[config.mk]
export PLATFORM = sky130hd
export DESIGN_NAME = adsr_envelope_generator_top
export DESIGN_NICKNAME = d
export VERILOG_FILES = /design/src/rtl/aeg_pkg.sv /design/src/rtl/aeg_ctrl.sv /design/src/rtl/aeg_datapath.sv /design/src/rtl/adsr_envelope_generator_top.sv
export SDC_FILE = /design/constraint.sdc
export NUM_CORES = 1
export LEC_CHECK = 0
export BUFFER_PORTS_ARGS = -buffer_cell sky130_fd_sc_hd__buf_2
export CORE_ASPECT_RATIO = 2
export CORE_MARGIN = 8
export CORE_UTILIZATION = 65
export CTS_CLUSTER_DIAMETER = 100
export DETAILED_ROUTE_END_ITERATION = 6
export PLACE_DENSITY = 0.93
export SLEW_MARGIN = 20
export SYNTH_ARGS = -nofsm -noshare
export SYNTH_HDL_FRONTEND = slang
export SYNTH_SLANG_ARGS = --single-unit
[constraint.sdc]
create_clock -name clk -period 8.4 [get_ports clk]
set_clock_uncertainty 0.2 [all_clocks]
set_input_delay 0.84 -clock clk [delete_from_list [all_inputs] [get_ports clk]]
set_output_delay 0.84 -clock clk [all_outputs]
set_load 0.01 [all_outputs]
[src/rtl/aeg_pkg.sv]
package aeg_pkg;

  // Default top of the attack ramp.
  localparam int unsigned LEVEL_MAX_DEF = 16383;

  localparam int LEVEL_OUT_W   = 14;
  localparam int PHASE_W       = 3;
  localparam int MODE_W        = 2;
  localparam int STEP_W        = 22;
  localparam int DIVISOR_W     = 16;
  localparam int CFG_INDEX_W   = 3;
  localparam int CFG_DATA_W    = 22;

  localparam logic [LEVEL_OUT_W-1:0] LEVEL_OUT_MAX = 14'h3FFF;
  localparam logic [STEP_W-1:0]      STEP_MAX      = 22'h3FFFFF;

  // Item kinds.
  localparam logic [MODE_W-1:0] MODE_TICK    = 2'd0;
  localparam logic [MODE_W-1:0] MODE_KEY_ON  = 2'd1;
  localparam logic [MODE_W-1:0] MODE_KEY_OFF = 2'd2;

  // Envelope phases.
  localparam logic [PHASE_W-1:0] PH_ATTACK  = 3'd0;
  localparam logic [PHASE_W-1:0] PH_DECAY   = 3'd1;
  localparam logic [PHASE_W-1:0] PH_SUSTAIN = 3'd2;
  localparam logic [PHASE_W-1:0] PH_RELEASE = 3'd3;
  localparam logic [PHASE_W-1:0] PH_OFF     = 3'd4;

  // Configuration register indexes.
  localparam logic [CFG_INDEX_W-1:0] REG_ATTACK_STEP     = 3'd0;
  localparam logic [CFG_INDEX_W-1:0] REG_DECAY_STEP      = 3'd1;
  localparam logic [CFG_INDEX_W-1:0] REG_SUSTAIN_STEP    = 3'd2;
  localparam logic [CFG_INDEX_W-1:0] REG_SUSTAIN_LEVEL   = 3'd3;
  localparam logic [CFG_INDEX_W-1:0] REG_RELEASE_ENABLE  = 3'd4;
  localparam logic [CFG_INDEX_W-1:0] REG_RELEASE_DIVISOR = 3'd5;

  typedef struct packed {
    logic capture;
    logic update;
    logic div_start;
    logic div_step;
    logic div_commit;
    logic out_load;
  } aeg_cmd_t;

  typedef struct packed {
    logic need_div;
    logic div_done;
  } aeg_status_t;

endpackage

[src/rtl/aeg_ctrl.sv]
module aeg_ctrl (
  input  logic                 clk,
  input  logic                 rst,
  input  logic                 in_valid,
  output logic                 in_stall,
  output logic                 out_valid,
  input  logic                 out_stall,
  input  aeg_pkg::aeg_status_t status,
  output aeg_pkg::aeg_cmd_t    cmd
);
  import aeg_pkg::*;

  localparam logic [1:0] S_IDLE = 2'd0;
  localparam logic [1:0] S_CALC = 2'd1;
  localparam logic [1:0] S_DIV  = 2'd2;
  localparam logic [1:0] S_OUT  = 2'd3;

  logic [1:0] state;
  logic [1:0] state_next;

  assign in_stall = (state != S_IDLE);

  always_comb begin
    cmd        = '0;
    state_next = state;
    case (state)
      S_IDLE: begin
        if (in_valid) begin
          cmd.capture = 1'b1;
          state_next  = S_CALC;
        end
      end
      S_CALC: begin
        if (status.need_div) begin
          cmd.div_start = 1'b1;
          state_next    = S_DIV;
        end else begin
          cmd.update = 1'b1;
          state_next = S_OUT;
        end
      end
      S_DIV: begin
        if (status.div_done) begin
          cmd.div_commit = 1'b1;
          state_next     = S_OUT;
        end else begin
          cmd.div_step = 1'b1;
        end
      end
      S_OUT: begin
        // The result register is free, or its content is leaving in this transfer.
        if (!out_valid || !out_stall) begin
          cmd.out_load = 1'b1;
          state_next   = S_IDLE;
        end
      end
      default: begin
        state_next = S_IDLE;
      end
    endcase
  end

  always_ff @(posedge clk) begin
    if (rst) begin
      state     <= S_IDLE;
      out_valid <= 1'b0;
    end else begin
      state <= state_next;
      if (cmd.out_load) begin
        out_valid <= 1'b1;
      end else if (out_valid && !out_stall) begin
        out_valid <= 1'b0;
      end
    end
  end

endmodule

[src/rtl/aeg_datapath.sv]
module aeg_datapath #(
  parameter int unsigned LEVEL_MAX = aeg_pkg::LEVEL_MAX_DEF
) (
  input  logic                                clk,
  input  logic                                rst,
  input  logic                                cfg_we,
  input  logic [aeg_pkg::CFG_INDEX_W-1:0]     cfg_index,
  input  logic [aeg_pkg::CFG_DATA_W-1:0]      cfg_data,
  input  logic [aeg_pkg::MODE_W-1:0]          mode,
  input  logic                                playing,
  input  aeg_pkg::aeg_cmd_t                   cmd,
  output aeg_pkg::aeg_status_t                status,
  output logic [aeg_pkg::LEVEL_OUT_W-1:0]     level,
  output logic [aeg_pkg::PHASE_W-1:0]         phase
);
  import aeg_pkg::*;

  localparam int LVL_BITS = $clog2(LEVEL_MAX + 1);
  // Decay can land on sustain_level, which may lie above a small LEVEL_MAX.
  localparam int LW = (LVL_BITS > LEVEL_OUT_W) ? LVL_BITS : LEVEL_OUT_W;
  localparam int SW = LW + 1;
  localparam int VW = LW + 9;
  localparam int QW = LW + 8;
  localparam int CW = $clog2(LW + 1);

  // Configuration registers.
  logic [STEP_W-1:0]      attack_step;
  logic [STEP_W-1:0]      decay_step;
  logic [LEVEL_OUT_W-1:0] sustain_step;
  logic [LEVEL_OUT_W-1:0] sustain_level;
  logic                   release_enable;
  logic [DIVISOR_W-1:0]   release_divisor;

  // Envelope state.
  logic [LW-1:0]          env_level;
  logic [PHASE_W-1:0]     env_phase;
  logic                   key_off_pending;
  logic [STEP_W-1:0]      release_step;

  // Captured item.
  logic [MODE_W-1:0]      item_mode;
  logic                   item_playing;

  // Divider.
  logic [DIVISOR_W-1:0]   rem;
  logic [LW-1:0]          quo;
  logic [CW-1:0]          div_cnt;
  logic [DIVISOR_W:0]     rem_shift;
  logic [DIVISOR_W:0]     rem_diff;
  logic [QW-1:0]          quo_scaled;
  logic [STEP_W-1:0]      step_sat;

  // Tick update.
  logic [LW-1:0]          tick_level;
  logic [PHASE_W-1:0]     tick_phase;
  logic [SW-1:0]          att_sum;
  logic [SW-1:0]          sus_diff;
  logic [VW-1:0]          dec_v;
  logic [VW-1:0]          rel_v;

  always_ff @(posedge clk) begin
    if (rst) begin
      attack_step     <= STEP_W'(1);
      decay_step      <= '0;
      sustain_step    <= '0;
      sustain_level   <= '0;
      release_enable  <= 1'b0;
      release_divisor <= '0;
    end else if (cfg_we) begin
      case (cfg_index)
        REG_ATTACK_STEP:     attack_step     <= cfg_data[STEP_W-1:0];
        REG_DECAY_STEP:      decay_step      <= cfg_data[STEP_W-1:0];
        REG_SUSTAIN_STEP:    sustain_step    <= cfg_data[LEVEL_OUT_W-1:0];
        REG_SUSTAIN_LEVEL:   sustain_level   <= cfg_data[LEVEL_OUT_W-1:0];
        REG_RELEASE_ENABLE:  release_enable  <= cfg_data[0];
        REG_RELEASE_DIVISOR: release_divisor <= cfg_data[DIVISOR_W-1:0];
        default: begin
        end
      endcase
    end
  end

  always_comb begin
    att_sum    = {1'b0, env_level} + SW'(attack_step[STEP_W-1:8]);
    dec_v      = {1'b0, env_level, 8'h00} - VW'(decay_step);
    sus_diff   = {1'b0, env_level} - SW'(sustain_step);
    rel_v      = {1'b0, env_level, 8'h00} - VW'(release_step);
    tick_level = '0;
    tick_phase = PH_OFF;
    if (item_playing) begin
      case (env_phase)
        PH_ATTACK: begin
          if (att_sum >= SW'(LEVEL_MAX)) begin
            tick_level = LW'(LEVEL_MAX);
            tick_phase = PH_DECAY;
          end else begin
            tick_level = att_sum[LW-1:0];
            tick_phase = PH_ATTACK;
          end
        end
        PH_DECAY: begin
          if (dec_v[VW-1] || (dec_v[VW-2:8] <= LW'(sustain_level))) begin
            tick_level = LW'(sustain_level);
            tick_phase = PH_SUSTAIN;
          end else begin
            tick_level = dec_v[VW-2:8];
            tick_phase = PH_DECAY;
          end
        end
        PH_SUSTAIN: begin
          if (sus_diff[SW-1] || (sus_diff[LW-1:0] == '0)) begin
            tick_level = '0;
            tick_phase = PH_OFF;
          end else begin
            tick_level = sus_diff[LW-1:0];
            if (!key_off_pending) begin
              tick_phase = PH_SUSTAIN;
            end else if (release_enable) begin
              tick_phase = PH_RELEASE;
            end else begin
              tick_phase = PH_OFF;
            end
          end
        end
        PH_RELEASE: begin
          // Anything under one whole level unit after the step ends the note.
          if (rel_v[VW-1] || (rel_v[VW-2:8] == '0)) begin
            tick_level = '0;
            tick_phase = PH_OFF;
          end else begin
            tick_level = rel_v[VW-2:8];
            tick_phase = PH_RELEASE;
          end
        end
        default: begin
          tick_level = '0;
          tick_phase = PH_OFF;
        end
      endcase
    end
  end

  assign status.need_div = (item_mode == MODE_TICK) && item_playing &&
                           (env_phase == PH_SUSTAIN) && key_off_pending &&
                           release_enable && (release_divisor != '0);
  assign status.div_done = (div_cnt == '0);

  assign rem_shift  = {rem, quo[LW-1]};
  assign rem_diff   = rem_shift - {1'b0, release_divisor};
  assign quo_scaled = {quo, 8'h00};
  assign step_sat   = (quo_scaled > QW'(STEP_MAX)) ? STEP_MAX : quo_scaled[STEP_W-1:0];

  always_ff @(posedge clk) begin
    if (rst) begin
      div_cnt <= '0;
    end else if (cmd.div_start) begin
      div_cnt <= CW'(LW);
    end else if (cmd.div_step) begin
      div_cnt <= div_cnt - CW'(1);
    end
  end

  // Restoring division, one quotient bit a cycle.
  always_ff @(posedge clk) begin
    if (cmd.div_start) begin
      rem <= '0;
      quo <= env_level;
    end else if (cmd.div_step) begin
      if (!rem_diff[DIVISOR_W]) begin
        rem <= rem_diff[DIVISOR_W-1:0];
        quo <= {quo[LW-2:0], 1'b1};
      end else begin
        rem <= rem_shift[DIVISOR_W-1:0];
        quo <= {quo[LW-2:0], 1'b0};
      end
    end
  end

  always_ff @(posedge clk) begin
    if (cmd.capture) begin
      item_mode    <= mode;
      item_playing <= playing;
    end
  end

  always_ff @(posedge clk) begin
    if (rst) begin
      env_level       <= '0;
      env_phase       <= PH_OFF;
      key_off_pending <= 1'b0;
      release_step    <= '0;
    end else if (cmd.div_commit) begin
      env_level    <= tick_level;
      env_phase    <= tick_phase;
      release_step <= step_sat;
    end else if (cmd.update) begin
      case (item_mode)
        MODE_TICK: begin
          env_level <= tick_level;
          env_phase <= tick_phase;
        end
        MODE_KEY_ON: begin
          env_level       <= '0;
          env_phase       <= PH_ATTACK;
          key_off_pending <= 1'b0;
        end
        MODE_KEY_OFF: begin
          key_off_pending <= 1'b1;
        end
        default: begin
        end
      endcase
    end
  end

  always_ff @(posedge clk) begin
    if (cmd.out_load) begin
      level <= (env_level > LW'(LEVEL_OUT_MAX)) ? LEVEL_OUT_MAX
                                                : env_level[LEVEL_OUT_W-1:0];
      phase <= env_phase;
    end
  end

endmodule

[src/rtl/adsr_envelope_generator_top.sv]
// Channel  Direction  Handshake            Payload
// in       input      in_valid / in_stall  mode, playing
// out      output     out_valid / out_stall level, phase
// cfg      input      cfg_valid / cfg_ready cfg_index, cfg_data
//
// An item goes from transfer to the result register through capture, update and load.
// A tick that starts a release with a non-zero divisor also runs the bit-serial divider,
// which works through W quotient bits, W being the level width (14 at the default LEVEL_MAX).
// A new item is taken while the previous result still waits in the output register.
// Reset is synchronous and returns the voice to off with level zero.
// A stalled output holds the result; the next item then waits before its load.
module adsr_envelope_generator_top #(
  parameter int unsigned LEVEL_MAX = aeg_pkg::LEVEL_MAX_DEF
) (
  input  logic                            clk,
  input  logic                            rst,
  input  logic                            in_valid,
  output logic                            in_stall,
  input  logic [aeg_pkg::MODE_W-1:0]      mode,
  input  logic                            playing,
  output logic                            out_valid,
  input  logic                            out_stall,
  output logic [aeg_pkg::LEVEL_OUT_W-1:0] level,
  output logic [aeg_pkg::PHASE_W-1:0]     phase,
  input  logic                            cfg_valid,
  output logic                            cfg_ready,
  input  logic [aeg_pkg::CFG_INDEX_W-1:0] cfg_index,
  input  logic [aeg_pkg::CFG_DATA_W-1:0]  cfg_data
);
  import aeg_pkg::*;

  aeg_cmd_t    cmd;
  aeg_status_t status;

  assign cfg_ready = 1'b1;

  aeg_ctrl u_ctrl (
    .clk       (clk),
    .rst       (rst),
    .in_valid  (in_valid),
    .in_stall  (in_stall),
    .out_valid (out_valid),
    .out_stall (out_stall),
    .status    (status),
    .cmd       (cmd)
  );

  aeg_datapath #(
    .LEVEL_MAX (LEVEL_MAX)
  ) u_datapath (
    .clk       (clk),
    .rst       (rst),
    .cfg_we    (cfg_valid && cfg_ready),
    .cfg_index (cfg_index),
    .cfg_data  (cfg_data),
    .mode      (mode),
    .playing   (playing),
    .cmd       (cmd),
    .status    (status),
    .level     (level),
    .phase     (phase)
  );

endmodule

==> out/metrics.yaml <==
yosys:
  ys.flop_type: "dfxtp_1"
  ys_top_cells_by_area: "dfxtp_1 24%, ha_1 11%, nand2_1 9.7%, edfxtp_1 9.0%, a21oi_1 7.2%"
  synth_area_leader_cell: "dfxtp_1"
  postSynthAreaPerCell_sq_um: 7.87
  netlist_area_sq_um: 11300
  ys_seq_area_share_pct: 33.2
  ys.warnings.count: 0
  ys_ff_latch: 170
  synth_most_common_cell: "nand2_1"
  async_flop_share_pct: 0
  synth-edff-count: 34
  synth_cell_types: 85
  netlist_instances: 1434
  synth_top_cells_by_count: "291 x nand2_1, 163 x a21oi_1, 136 x dfxtp_1, 105 x inv_1, 96 x ha_1"
  syn-num-nets: 1567
  synth_top_area_share_pct: 24.1
clock_tree:
  h-tree-depth: 4
  cts_resized: 0
  cts_inserted_buffers: 17
  post-cts-setup-buffers: 0
  clockBufferDepth: 2
  cts_tree: "done"
  cts_hold_buf: 0
  clock-root-buffer: "clkbuf_16"
  clkLatencyLatePin_ns: 0.44
  cts.sinks: 170
  path_clk_slew_ns: 0.08
placed_design:
  place_hpwl_um: 25900
  place.gp.congestion: 1.02
  dp_cells: 1636
  io_buffers: 51
  dpl_cell_area_sq_um: 11600
pwr:
  internal_power_mw: 1.87
  swShare_pct: 38.4
  p_switching_mw: 1.17
  p_clk_share_pct: 27.0
  power_frac_seq_pct: 31.6
  p_comb_share_pct: 41.4
  irDropWorstVdd_mv: 0.303
  p_per_area_nw_per_um2: 248
  p_leak_nw: 4.70
  total_power_mw: 3.04
global_route:
  antenna_found_initial: 0
  grt_pass1_vias: 10700
  grt_max_degree: 60
  grt_usage_pct: 32.6
  grt_pass1_wl_um: 55600
  grt_overflow: 0
routing:
  vias: 10900
  drcViolationCount: 15
  first_iter_violations: 830
  ant_nets: 0
  wl_per_cell_um: 21.3
  routed_wl_um: 35600
  viasPerCell: 6.51
  first_pass_iters: 7
floorplan:
  die_w_um: 109
  dieArea_sq_um: 22100
  io_pins: 53
  num_rows: 68
  die_h_um: 202
  initial_core_util_pct: 65.7
  core-area_sq_um: 17200
critical_path:
  critical_path_class: "reg -> reg"
  required_ns: 8.46
  cp-start-kind: "flip-flop"
  critPathSlowestCell: "dfxtp_1"
  cp-end-kind: "flip-flop"
  path_max_fanout: 11
  path_delay_family: "compound AO/OA/AOI/OAI gates"
  crit_arrival_ns: 5.19
  slowest_delay_ns: 0.73
  crit_chain: "ha_1 > a21oi_1 > a31oi_2 > a31oi_1 > o211ai_2 > and2_1 > xor2_1 > ha_1 > nand4_1 > nor4_1 > nor3_1 > a21oi_1 > nor2_1 > o211ai_1 > a41oi_1"
  worst-path-buf-inv: 0
sta:
  setup_viol: 0
  fmax_mhz: 195
  worst_pin_slew_ns: 1.10
  finalHoldViolCount: 0
  max-slew-margin-rel_pct: 26.7
  maxSlewViolCount: 0
  fin_crit_sh_pct: 61.0
  fin_tns_setup_ns: 0
  fin_crit_ns: 5.13
  rsz0062_at_grt: "false"
flow_run:
  maxCapViolations: 0
final_layout:
  final_layout_size_suffix_gt1_share_pct: 9.26
  area_growth_pct: 8.50
  fin_nets: 1578
  fin_cells: 1668
  fill_cells: 1361
  antenna_cells: 0
  finish.utilization_pct: 71.3
  final_cell_area_sq_um: 12300
outcome:
  status: "finished with violations"
  violations: "design-rule violations"
worst_hold_path:
  worstHoldPathType: "reg -> reg"
power by group through the flow:
| stage | Combinational [mW] | Sequential, mW | Clock (mW) |
|---|---|---|---|
| 2_1_floorplan | 0.928 | 0.964 | 0 |
| 3_3_place_gp | 1.18 | 0.973 | 0 |
| 3_5_place_dp | 1.21 | 0.976 | 0 |
| 4_1_cts | 1.23 | 0.959 | 0.823 |
| 5_1_grt | 1.37 | 0.968 | 0.848 |
| 6_report | 1.26 | 0.961 | 0.821 |
final timing paths:
path | depth (start not counted) | startpoint | endpoint | slack (ns)
setup reg to reg | 15 | u_datapath.env_level[1] | u_datapath.env_level[0] | 3.27
setup / recovery | 15 | u_datapath.env_level[1] | u_datapath.env_level[0] | 3.27
hold / removal | 2 | u_datapath.release_step[18] | u_datapath.release_step[18] | 0.26
hold reg to reg | 2 | u_datapath.release_step[18] | u_datapath.release_step[18] | 0.26
flip-flops by register name, summed over array words and instances, names as in the netlist, 2 cells and up:
signal,flops
u_ctrl.state,2
u_datapath.attack_step,14
u_datapath.decay_step,22
u_datapath.div_cnt,4
u_datapath.env_level,14
u_datapath.env_phase,3
u_datapath.item_mode,2
u_datapath.level,14
u_datapath.phase,3
u_datapath.quo,14
u_datapath.release_divisor,16
u_datapath.release_step,14
u_datapath.rem,16
u_datapath.sustain_level,14
u_datapath.sustain_step,14
cells in the final DEF (no fill, tap or decap), types with 7 or more instances in the layout:
cell type and count:
mux2i_1 16, o21ai_0 43, buf_4 15, a31oi_1 17, o21a_1 18, clkbuf_16 18
edfxtp_1 34, or3_1 14, nand3_1 21, dfxtp_1 136, buf_2 50, a21oi_1 163
inv_1 105, nor2_1 67, o211ai_1 17, nor4_1 11, nand2b_1 7, ha_1 96
o21bai_1 7, and2_1 10, o31ai_1 8, nor2b_1 17, a211oi_1 19, nand2_1 291
and3_1 11, xnor2_1 33, xor2_1 20, a21o_1 18, nor3_1 24, nand4_1 15
metrics by stage:
step           setup WS [ns]  hold slack, ns
2_1_floorplan           4.34           0.206
5_1_grt                 2.91           0.274
3_5_place_dp            3.38           0.250
4_1_cts                 3.38           0.259
3_3_place_gp            3.49           0.242
6_report                3.27           0.258
routing by layer:
layer | GRT usage [%] | part of all wire [%] | vias up
met5 | 0 | 0 | -
met4 | 26.2 | 8.2 | 0
met3 | 6.57 | 7.6 | 173
met2 | 55.3 | 50 | 568
met1 | 33.4 | 34 | 5043
li1 | - | - | 5072
logic make-up after synthesis:
kind of cell	share of synthesized area, %
other	0.0332
buffers and inverters	6.03
DFF	33.2
muxes	1.42
xor gates and xnor gates	4.19
AOI/OAI and AO/OA	22.7
and+or+nand+nor	21.2
adders and majority gates	11.3
area by class of cell:
class	instances	area [sq um]	area share, %
inverters	105	394	3.22
well taps	210	263	2.14
clock buffers	18	450	3.68
clock inverters	14	155	1.27
repair buffers	65	363	2.96
flip-flops and latches	170	3740	30.6
multi-input cells	1086	6880	56.2
worst min-delay path: stages (launching register included):
cell and delay [ns]:
dfxtp_1 0.31, nand2_1 0.05, a21oi_1 0.05
(Power assumes the default switching activity.)
